### config.mk
export PLATFORM = sky130hd
export DESIGN_NAME = bytebeat_sample_generator
export DESIGN_NICKNAME = d
export VERILOG_FILES = /design/src/rtl/bbsg_pkg.sv /design/src/rtl/bbsg_front.sv /design/src/rtl/bbsg_div_stage.sv /design/src/rtl/bbsg_final.sv /design/src/rtl/bytebeat_sample_generator.sv
export SDC_FILE = /design/constraint.sdc
export NUM_CORES = 2
export LEC_CHECK = 0
export BUFFER_PORTS_ARGS = -buffer_cell sky130_fd_sc_hd__buf_4
export CORE_MARGIN = 2
export CORE_UTILIZATION = 55
export CTS_BUF_LIST = sky130_fd_sc_hd__clkbuf_2
export CTS_CLUSTER_SIZE = 40
export DETAILED_ROUTE_END_ITERATION = 10
export PLACE_DENSITY = 0.72
export REMOVE_ABC_BUFFERS = 1
export SLEW_MARGIN = 30
export SYNTH_ARGS = -nofsm -noshare
export SYNTH_HDL_FRONTEND = slang
export SYNTH_SLANG_ARGS = --single-unit
### constraint.sdc
create_clock -name clk_i -period 21.8 [get_ports clk_i]
set_input_delay 3.27 -clock clk_i [delete_from_list [all_inputs] [get_ports clk_i]]
set_output_delay 3.27 -clock clk_i [all_outputs]
set_load 0.01 [all_outputs]
### src/rtl/bbsg_pkg.sv
// Shared types, constants and small helpers for the bytebeat sample generator.
// No dependencies; used by every module of the block.
package bbsg_pkg;

  // Divider digits retired per pipeline stage and divider datapath widths.
  localparam int STEP_BITS = 8;
  localparam int REM_W     = 10;  // remainder, divisor is at most 1024
  localparam int DSR_W     = 11;  // divisor

  // Register indexes on the APB port (byte address bits [3:2]).
  localparam logic [1:0] REG_FORMULA = 2'd0;
  localparam logic [1:0] REG_KNOB_A  = 2'd1;
  localparam logic [1:0] REG_KNOB_B  = 2'd2;

  // Formula codes held in the formula register.
  localparam logic [3:0] FML_0 = 4'd0;
  localparam logic [3:0] FML_1 = 4'd1;
  localparam logic [3:0] FML_2 = 4'd2;
  localparam logic [3:0] FML_3 = 4'd3;
  localparam logic [3:0] FML_4 = 4'd4;
  localparam logic [3:0] FML_5 = 4'd5;
  localparam logic [3:0] FML_6 = 4'd6;
  localparam logic [3:0] FML_7 = 4'd7;
  localparam logic [3:0] FML_8 = 4'd8;
  localparam logic [3:0] FML_9 = 4'd9;

  typedef struct packed {
    logic [3:0] formula;
    logic [3:0] knob_a;
    logic [3:0] knob_b;
  } cfg_t;

  // Byte-wide operands prepared by the front stage for the final combine.
  typedef struct packed {
    logic [7:0] t8;
    logic [7:0] p0;
    logic [7:0] p1;
    logic [7:0] p2;
  } lane_t;

  // Running state of the long divider.
  typedef struct packed {
    logic [REM_W-1:0] rem;
    logic [7:0]       quo;  // last eight quotient bits
    logic [DSR_W-1:0] divisor;
  } div_t;

  // Knob divided by five, knob in 0..15.
  function automatic logic [1:0] div5(input logic [3:0] v);
    logic [1:0] r;
    if (v >= 4'd15) r = 2'd3;
    else if (v >= 4'd10) r = 2'd2;
    else if (v >= 4'd5) r = 2'd1;
    else r = 2'd0;
    return r;
  endfunction

endpackage

### src/rtl/bbsg_front.sv
// Front stage: decodes the formula, does the wide shifts and subtracts and
// sets up the divider. Depends on bbsg_pkg.
module bbsg_front #(
  parameter int TIME_BITS = 32,
  parameter int DIV_W     = 32
) (
  input  logic                  clk_i,
  input  logic                  rst_ni,
  input  bbsg_pkg::cfg_t        cfg_i,
  input  logic                  in_valid_i,
  output logic                  in_ready_o,
  input  logic [31:0]           time_i,
  output logic                  out_valid_o,
  input  logic                  out_ready_i,
  output bbsg_pkg::lane_t       lane_o,
  output bbsg_pkg::div_t        div_o,
  output logic [DIV_W-1:0]      dividend_o
);

  localparam logic [31:0] TMASK32 = (TIME_BITS >= 32) ? 32'hFFFF_FFFF :
                                    32'((64'd1 << TIME_BITS) - 64'd1);

  logic                  valid_q;
  bbsg_pkg::lane_t       lane_d, lane_q;
  bbsg_pkg::div_t        div_d, div_q;
  logic [DIV_W-1:0]      dvd_d, dvd_q;

  always_comb begin
    logic [31:0]          t;
    logic [2:0]           a2, b2;
    logic [1:0]           b5;
    logic [31:0]          s3, v3, d5;
    logic [7:0]           y8;
    logic [TIME_BITS-1:0] yw, xw;

    t  = time_i & TMASK32;
    a2 = cfg_i.knob_a[3:1];
    b2 = cfg_i.knob_b[3:1];
    b5 = bbsg_pkg::div5(cfg_i.knob_b);

    // data-dependent shift: shift amount is itself a shifted time index
    s3 = t >> (5'd16 - 5'(a2));
    v3 = (s3 >= 32'd32) ? 32'd0 : (t >> s3[4:0]);

    // wrap the difference at the time width before shifting down
    d5 = t - (32'd1280 - 32'(a2));
    y8 = 8'((((d5 ^ t) & TMASK32)) >> (5'd10 - 5'(b5)));

    yw = TIME_BITS'(t >> 9);
    xw = yw ^ (yw - TIME_BITS'(4'd1 + 4'(a2))) ^ TIME_BITS'(1);

    lane_d       = '0;
    lane_d.t8    = t[7:0];
    div_d.rem    = '0;
    div_d.quo    = '0;
    div_d.divisor = bbsg_pkg::DSR_W'(11'd1024 - 11'(b2));
    dvd_d        = DIV_W'(t);

    unique case (cfg_i.formula)
      bbsg_pkg::FML_0: begin
        lane_d.p0 = 8'(t >> 7);
        lane_d.p1 = 8'(t >> (5'd10 - 5'(b5)));
      end
      bbsg_pkg::FML_1: begin
        lane_d.p0 = 8'(t | (t >> (5'd9 + 5'(a2))) | (t >> 7));
        lane_d.p1 = 8'((t >> (5'd11 + 5'(b2))) | (t >> 9));
      end
      bbsg_pkg::FML_2: begin
        lane_d.p0 = 8'(t >> 4);
        lane_d.p1 = 8'(t >> (5'd7 + 5'(a2)));
      end
      bbsg_pkg::FML_3: begin
        lane_d.p0 = 8'((t >> 6) | t | v3);
        lane_d.p1 = 8'(t >> 11) & (8'd7 + 8'(b2));
      end
      bbsg_pkg::FML_4: begin
        lane_d.p0 = 8'(t >> (5'd11 - 5'(b2))) & 8'(t >> 8) &
                    (8'd123 - 8'(cfg_i.knob_a)) & 8'(t >> 3);
      end
      bbsg_pkg::FML_5: begin
        lane_d.p0 = t[7:0] ^ (t[7:0] + (8'(t >> 15) | 8'd1)) ^ y8;
      end
      bbsg_pkg::FML_6: begin
        lane_d.p0 = 8'(t >> 8) & 8'(cfg_i.knob_b) & 8'(t >> 4);
      end
      bbsg_pkg::FML_7: begin
        lane_d.p0 = 8'(t & (t >> (5'd12 + 5'(a2))));
        lane_d.p1 = 8'((t >> 4) | (t >> (5'd8 - 5'(b2))));
        lane_d.p2 = 8'(t >> 6);
      end
      bbsg_pkg::FML_8: begin
        div_d.divisor = bbsg_pkg::DSR_W'(11'd13 + 11'(b2));
        dvd_d         = DIV_W'(xw);
      end
      bbsg_pkg::FML_9: begin
        lane_d.p0 = (8'(t >> (5'd12 + 5'(a2))) | 8'(t >> 8)) &
                    (8'd63 - 8'(b2)) & 8'(t >> 4);
      end
      default: ;  // silent formula codes
    endcase
  end

  assign in_ready_o = !valid_q || out_ready_i;

  always_ff @(posedge clk_i or negedge rst_ni) begin
    if (!rst_ni) begin
      valid_q <= 1'b0;
    end else if (in_ready_o) begin
      valid_q <= in_valid_i;
    end
  end

  always_ff @(posedge clk_i) begin
    if (in_ready_o && in_valid_i) begin
      lane_q <= lane_d;
      div_q  <= div_d;
      dvd_q  <= dvd_d;
    end
  end

  assign out_valid_o = valid_q;
  assign lane_o      = lane_q;
  assign div_o       = div_q;
  assign dividend_o  = dvd_q;

endmodule

### src/rtl/bbsg_div_stage.sv
// One divider stage: eight restoring-division steps on the top dividend byte.
// Depends on bbsg_pkg.
module bbsg_div_stage #(
  parameter int DIV_W = 32
) (
  input  logic                  clk_i,
  input  logic                  rst_ni,
  input  logic                  in_valid_i,
  output logic                  in_ready_o,
  input  logic [DIV_W-1:0]      dividend_i,
  input  bbsg_pkg::div_t        div_i,
  input  bbsg_pkg::lane_t       lane_i,
  output logic                  out_valid_o,
  input  logic                  out_ready_i,
  output logic [DIV_W-1:0]      dividend_o,
  output bbsg_pkg::div_t        div_o,
  output bbsg_pkg::lane_t       lane_o
);

  logic                  valid_q;
  bbsg_pkg::div_t        div_d, div_q;
  bbsg_pkg::lane_t       lane_q;
  logic [DIV_W-1:0]      dvd_q;

  always_comb begin
    logic [bbsg_pkg::STEP_BITS-1:0] bits;
    logic [bbsg_pkg::REM_W:0]       part;

    div_d = div_i;
    bits  = dividend_i[DIV_W-1 -: bbsg_pkg::STEP_BITS];
    for (int k = 0; k < bbsg_pkg::STEP_BITS; k++) begin
      part = {div_d.rem, bits[bbsg_pkg::STEP_BITS-1]};
      bits = bits << 1;
      if (part >= div_i.divisor) begin
        div_d.rem = bbsg_pkg::REM_W'(part - div_i.divisor);
        div_d.quo = {div_d.quo[6:0], 1'b1};
      end else begin
        div_d.rem = part[bbsg_pkg::REM_W-1:0];
        div_d.quo = {div_d.quo[6:0], 1'b0};
      end
    end
  end

  assign in_ready_o = !valid_q || out_ready_i;

  always_ff @(posedge clk_i or negedge rst_ni) begin
    if (!rst_ni) begin
      valid_q <= 1'b0;
    end else if (in_ready_o) begin
      valid_q <= in_valid_i;
    end
  end

  always_ff @(posedge clk_i) begin
    if (in_ready_o && in_valid_i) begin
      div_q  <= div_d;
      lane_q <= lane_i;
      dvd_q  <= dividend_i << bbsg_pkg::STEP_BITS;
    end
  end

  assign out_valid_o = valid_q;
  assign dividend_o  = dvd_q;
  assign div_o       = div_q;
  assign lane_o      = lane_q;

endmodule

### src/rtl/bbsg_final.sv
// Final stage: byte-wide multiplies and the per-formula combine into the
// output register. Depends on bbsg_pkg.
module bbsg_final (
  input  logic                  clk_i,
  input  logic                  rst_ni,
  input  bbsg_pkg::cfg_t        cfg_i,
  input  logic                  in_valid_i,
  output logic                  in_ready_o,
  input  bbsg_pkg::lane_t       lane_i,
  input  bbsg_pkg::div_t        div_i,
  output logic                  out_valid_o,
  input  logic                  out_ready_i,
  output logic [7:0]            sample_o
);

  logic       valid_q;
  logic [7:0] sample_d, sample_q;

  always_comb begin
    logic [7:0] t8;
    logic [7:0] a5;

    t8 = lane_i.t8;
    a5 = 8'(bbsg_pkg::div5(cfg_i.knob_a));

    unique case (cfg_i.formula)
      bbsg_pkg::FML_0: sample_d = (8'(t8 * (8'd5 + a5)) & lane_i.p0) |
                                  (8'(t8 * 8'd3) & lane_i.p1);
      bbsg_pkg::FML_1: sample_d = 8'(lane_i.p0 * t8) & lane_i.p1;
      bbsg_pkg::FML_2: sample_d = ((8'(t8 * 8'd9) & lane_i.p0) |
                                   (8'(t8 * 8'd5) & lane_i.p1) |
                                   (8'(t8 * 8'd3) & div_i.quo)) - 8'd1;
      bbsg_pkg::FML_3: sample_d = 8'(lane_i.p0 * 8'd10) + lane_i.p1;
      bbsg_pkg::FML_4,
      bbsg_pkg::FML_5,
      bbsg_pkg::FML_6,
      bbsg_pkg::FML_9: sample_d = 8'(t8 * lane_i.p0);
      bbsg_pkg::FML_7: sample_d = 8'(lane_i.p0 * lane_i.p1) ^ lane_i.p2;
      bbsg_pkg::FML_8: sample_d = 8'(t8 * div_i.rem[7:0]);
      default:         sample_d = 8'd0;
    endcase
  end

  assign in_ready_o = !valid_q || out_ready_i;

  always_ff @(posedge clk_i or negedge rst_ni) begin
    if (!rst_ni) begin
      valid_q <= 1'b0;
    end else if (in_ready_o) begin
      valid_q <= in_valid_i;
    end
  end

  always_ff @(posedge clk_i) begin
    if (in_ready_o && in_valid_i) begin
      sample_q <= sample_d;
    end
  end

  assign out_valid_o = valid_q;
  assign sample_o    = sample_q;

endmodule

### src/rtl/bytebeat_sample_generator.sv
// Top level of the bytebeat sample generator: register port, pipeline chain.
// Depends on bbsg_pkg, bbsg_front, bbsg_div_stage and bbsg_final.
//
//  Port group | Dir | Payload                          | Handshake
//  s_axis     | in  | tdata[31:0] = time_index         | tvalid / tready
//  m_axis     | out | tdata[7:0]  = sample             | tvalid / tready
//  APB        | in  | formula 0x0, knob_a 0x4, knob_b 0x8 | psel / penable, pready = 1
//
// One item per cycle while m_axis_tready holds. Pipeline: one front
// stage, one long-divider stage per eight dividend bits, one output stage.
// The divider depth sets the latency; formula two needs a quotient and
// formula eight a remainder, both from the same divider chain.
// Reset clears the configuration registers and all stage valid bits; no clearing pass.
// Every stage holds its item while the next one is full, so a stall at the
// output only backs up as far as the first empty stage.
module bytebeat_sample_generator #(
  parameter int TIME_BITS = 32
) (
  input  logic        clk_i,
  input  logic        rst_ni,
  // stream in
  input  logic        s_axis_tvalid,
  output logic        s_axis_tready,
  input  logic [31:0] s_axis_tdata,   // [31:0] time_index
  // stream out
  output logic        m_axis_tvalid,
  input  logic        m_axis_tready,
  output logic [7:0]  m_axis_tdata,   // [7:0] sample
  // register port
  input  logic        psel,
  input  logic        penable,
  input  logic        pwrite,
  input  logic [3:0]  paddr,
  input  logic [31:0] pwdata,
  output logic [31:0] prdata,
  output logic        pready
);

  localparam int DIV_STAGES = (TIME_BITS + 7) / 8;
  localparam int DIV_W      = DIV_STAGES * bbsg_pkg::STEP_BITS;

  // ---------------------------------------------------------------------
  // Configuration registers
  // ---------------------------------------------------------------------
  logic [3:0] formula_q, knob_a_q, knob_b_q;
  logic       apb_wr;

  assign pready = 1'b1;
  assign apb_wr = psel && penable && pwrite && pready;

  always_ff @(posedge clk_i or negedge rst_ni) begin
    if (!rst_ni) begin
      formula_q <= 4'd0;
      knob_a_q  <= 4'd0;
      knob_b_q  <= 4'd0;
    end else if (apb_wr) begin
      unique case (paddr[3:2])
        bbsg_pkg::REG_FORMULA: formula_q <= pwdata[3:0];
        bbsg_pkg::REG_KNOB_A:  knob_a_q  <= pwdata[3:0];
        bbsg_pkg::REG_KNOB_B:  knob_b_q  <= pwdata[3:0];
        default: ;  // unmapped slot, write dropped
      endcase
    end
  end

  always_comb begin
    unique case (paddr[3:2])
      bbsg_pkg::REG_FORMULA: prdata = {28'd0, formula_q};
      bbsg_pkg::REG_KNOB_A:  prdata = {28'd0, knob_a_q};
      bbsg_pkg::REG_KNOB_B:  prdata = {28'd0, knob_b_q};
      default:               prdata = 32'd0;
    endcase
  end

  bbsg_pkg::cfg_t cfg;
  assign cfg.formula = formula_q;
  assign cfg.knob_a  = knob_a_q;
  assign cfg.knob_b  = knob_b_q;

  // ---------------------------------------------------------------------
  // Pipeline: front -> divider stages -> output
  // Index 0 is the front output, index DIV_STAGES the last divider output.
  // stg_ready[i] is the ready of whatever consumes stage i.
  // ---------------------------------------------------------------------
  logic [DIV_STAGES:0] stg_valid;
  logic [DIV_STAGES:0] stg_ready;
  bbsg_pkg::lane_t     stg_lane [DIV_STAGES+1];
  bbsg_pkg::div_t      stg_div  [DIV_STAGES+1];
  logic [DIV_W-1:0]    stg_dvd  [DIV_STAGES+1];

  bbsg_front #(
    .TIME_BITS (TIME_BITS),
    .DIV_W     (DIV_W)
  ) u_front (
    .clk_i       (clk_i),
    .rst_ni      (rst_ni),
    .cfg_i       (cfg),
    .in_valid_i  (s_axis_tvalid),
    .in_ready_o  (s_axis_tready),
    .time_i      (s_axis_tdata),
    .out_valid_o (stg_valid[0]),
    .out_ready_i (stg_ready[0]),
    .lane_o      (stg_lane[0]),
    .div_o       (stg_div[0]),
    .dividend_o  (stg_dvd[0])
  );

  for (genvar g = 0; g < DIV_STAGES; g++) begin : g_div
    bbsg_div_stage #(
      .DIV_W (DIV_W)
    ) u_div (
      .clk_i       (clk_i),
      .rst_ni      (rst_ni),
      .in_valid_i  (stg_valid[g]),
      .in_ready_o  (stg_ready[g]),
      .dividend_i  (stg_dvd[g]),
      .div_i       (stg_div[g]),
      .lane_i      (stg_lane[g]),
      .out_valid_o (stg_valid[g+1]),
      .out_ready_i (stg_ready[g+1]),
      .dividend_o  (stg_dvd[g+1]),
      .div_o       (stg_div[g+1]),
      .lane_o      (stg_lane[g+1])
    );
  end

  bbsg_final u_final (
    .clk_i       (clk_i),
    .rst_ni      (rst_ni),
    .cfg_i       (cfg),
    .in_valid_i  (stg_valid[DIV_STAGES]),
    .in_ready_o  (stg_ready[DIV_STAGES]),
    .lane_i      (stg_lane[DIV_STAGES]),
    .div_i       (stg_div[DIV_STAGES]),
    .out_valid_o (m_axis_tvalid),
    .out_ready_i (m_axis_tready),
    .sample_o    (m_axis_tdata)
  );

  // ---------------------------------------------------------------------
  // Checks
  // ---------------------------------------------------------------------
  logic [DIV_STAGES+1:0] vld_vec;
  logic                  in_acc, out_acc;

  assign vld_vec = {m_axis_tvalid, stg_valid};
  assign in_acc  = s_axis_tvalid && s_axis_tready;
  assign out_acc = m_axis_tvalid && m_axis_tready;

  // a drained or draining output must let the input side in
  a_ready_when_drained: assert property (@(posedge clk_i) disable iff (!rst_ni)
    (!m_axis_tvalid || m_axis_tready) |-> s_axis_tready)
    else $error("input stalled while output side is free");

  // items in flight change only by accepted items on either side
  a_occupancy: assert property (@(posedge clk_i) disable iff (!rst_ni)
    rst_ni |=> ($countones(vld_vec) + int'($past(out_acc)) ==
                $past($countones(vld_vec)) + int'($past(in_acc))))
    else $error("item lost or duplicated in pipeline");

  a_knob_b_write: assert property (@(posedge clk_i) disable iff (!rst_ni)
    (apb_wr && paddr[3:2] == bbsg_pkg::REG_KNOB_B) |=>
    (knob_b_q == $past(pwdata[3:0])))
    else $error("knob_b write not taken");

endmodule

==> flow_summary_export.csv <==
group,metric,value,unit
run_status,outcome,"complete, no violations",
placement,place_congestion,0.9596,
setup_path,cp.required,22.47,ns
routing,vias,34712,
floorplanning,die_h,276.7,um
floorplanning,core,74070,um2
cts,clkLatencyLatePin,0.97,ns
floorplanning,rows,100,
final_layout,multi_input_area,28740,um2
synth,syn_area_per_cell,8.955,um2
grt,track_usage,0.2754,
routing,first_pass_iters,8,
floorplanning,die_w,276.7,um
timing,final_max_slew_viol_count,0,
synth,ys_seq_elements,344,
final_layout,area_growth,4.891,%
routing,wirelength,107500,um
run,maxCapViolCount,0,
timing,finalClockSkew,0.09802,ns
routing,ant_nets,0,
timing,tightest_slew,0.9789,ns
floorplanning,io_pins,118,
synth,synthFlopType,"edfxtp_1",
setup_path,slowest_delay,0.75,ns
placement,io_buffers,58,
floorplanning,die_area,76570,um2
timing,fin_tns_setup,0,ns
cts,root_buffer,"clkbuf_2",
synth,yosysSeqAreaShare,0.2503,
synth,synth_area,40910,um2
cts,post_cts_buffers,0,
timing,min_period,19.60,ns
grt,grt_max_degree,73,
synth,async_reset_ff_frac,0.05233,
setup_path,slowest_stage,"edfxtp_1",
grt,grt_pass1_wl,173600,um
cts,cts_hold_buf,0,
timing,timing_hold_violations_final,0,
placement,placed_area,42020,um2
cts,cts_made_buffers,87,
final_layout,final_area,42910,um2
timing,setup-violations-final,0,
setup_path,start_kind,"flop",
synth,synth-edff-count,326,
timing,grt_setup_unrepaired,"no",
timing,slew_headroom,0.3474,
floorplanning,start_util,0.5523,
grt,antenna_found_initial,1,
grt,grt_pass1_vias,33073,
routing,viasPerCell,6.209,
cts,path_clk_slew,0.11,ns
cts,cts_resized,0,
setup_path,critPathKind,"flop to flop",
final_layout,fillers,6596,
setup_path,cp.arrival,20.27,ns
routing,drc,0,
cts,numClockSinks,344,
min_path,holdCritPathClass,"flop to flop",
synth,synthDistinctLibCells,92,
final_layout,layout_commonest_cell,"ha_1",
synth,yosys_warnings,0,
final_layout,drive_gt1_frac,0.1069,
synth,syn_inst,4568,
routing,drt_iter0_drc,2942,
final_layout,ff_latch_area,10240,um2
setup_path,cp-end-kind,"flop",
setup_path,critPathMostFrequentCell,"ha_1",
setup_path,path_max_fanout,19,
grt,grt_overflow,0,
final_layout,finalNetCount,5174,
final_layout,most-common-layout-cells,"ha_1, nand2_1, edfxtp_1",
cts,cts-htree-levels,3,
timing,fmax,51.02,MHz
timing,finalCritPeriodShare,0.8991,
cts,cts_buffer_depth,3,
placement,dp_hpwl,77860,um
cts,cts_tree,"done",
routing,routedWlPerCell,19.22,um
[registers in the layout, summed over array words and instances, names as in the netlist]
| signal | cells |
|---|---|
| g_div.u_div.out_valid_o | 4 |
| g_div.u_div.div_o | 70 |
| knob_b_q | 4 |
| u_front.dividend_o | 32 |
| u_front.out_valid_o | 1 |
| u_front.div_o | 8 |
| u_front.lane_o | 32 |
| g_div.u_div.lane_o | 128 |
| u_final.sample_o | 8 |
| formula_q | 4 |
| u_final.out_valid_o | 1 |
| knob_a_q | 4 |
| g_div.u_div.dividend_o | 48 |
[final cells by class]
class,instances,share of cell area
Timing Repair Buffer,99,0.01732
Clock inverter,36,0.005920
Antenna cell,1,0.00005832
Clock buffer,120,0.01400
Tap cell,969,0.02826
Sequential cell,344,0.2387
Inverter,297,0.02598
Multi-Input combinational cell,3725,0.6698
[synth_stat cells (34+ instances only)]
cell type	instances	area share
nor2b_1	83	0.013
mux2_2	156	0.043
nand4_1	68	0.010
nand2_1	365	0.033
mux4_2	40	0.022
a21oi_1	313	0.038
nor2_1	300	0.028
a21o_1	119	0.022
o21bai_1	34	0.0062
nand2b_1	51	0.0078
o21a_1	82	0.015
a211oi_1	51	0.0094
mux2i_1	171	0.042
xor2_1	84	0.018
nand3_1	75	0.0092
xnor2_1	251	0.054
o21ai_0	242	0.030
edfxtp_1	326	0.24
inv_1	287	0.026
fa_1	79	0.039
ha_1	466	0.14
and2_1	115	0.018
o21ai_1	36	0.0044
clkbuf_1	161	0.015
nor3_1	70	0.0086
[critical path: cells and delay by family, from the launching register on]
kind	cells	cell delay (ns)
compound gates	40	10.56
buf+inv	6	1.13
simple gates	11	2.50
fa+ha+maj	8	2.51
flops	1	0.75
mux	4	1.83
[logic make-up (layout without fill, tap and decap cells)]
family,Yosys count,in the layout,synth area share
and+or+nand+nor,1246,1246,0.1465
xor gates and xnor gates,335,335,0.07173
adders and majority gates,545,545,0.1812
DFF,344,344,0.2503
AOI/OAI and AO/OA,1198,1198,0.1895
buffers and inverters,526,552,0.05194
other,2,30,0.0001836
muxes,372,372,0.1086
[stage by stage]
step / instances / utilization / hold WS, ns / setup slack [ns]
finish: 5591 / 0.5793 / 0.3450 / 2.199
global route: 5591 / 0.5793 / 0.4040 / 0.5196
CTS: 5590 / 0.5789 / 0.3451 / 2.065
detailed placement: 5434 / 0.5673 / 0.4045 / 2.189
global placement: 5434 / 0.5670 / 0.4005 / 2.475
floorplan: 4366 / - / 0.4003 / 4.371
[path summary, 6_finish.rpt]
kind                                                 from                          to  slack, ns  cells after the start
worst max-delay path              g_div[0].u_div.div_o[1]    g_div[1].u_div.div_o[22]       2.20                     69
worst min-delay path            g_div[2].u_div.lane_o[17]   g_div[3].u_div.lane_o[17]       0.35                      0
worst max register to register    g_div[0].u_div.div_o[1]    g_div[1].u_div.div_o[22]       2.20                     69
worst min register to register  g_div[2].u_div.lane_o[17]   g_div[3].u_div.lane_o[17]       0.35                      0
max in group asynchronous                          rst_ni                 knob_b_q[1]      19.40                      1
min in group asynchronous                          rst_ni  g_div[1].u_div.out_valid_o       2.16                      1
[routing by layer]
metal | track usage | vias to the layer above | share of wire
li1 | - | 16781 | -
met1 | 0.3817 | 16309 | 0.44
met2 | 0.4424 | 1361 | 0.45
met3 | 0.03813 | 261 | 0.074
met4 | 0.09504 | 0 | 0.032
met5 | 0 | - | 0
Power is left out: the tool's default activity adds up to more than one toggle a clock period on the data nets, which glitch-free logic cannot reach.
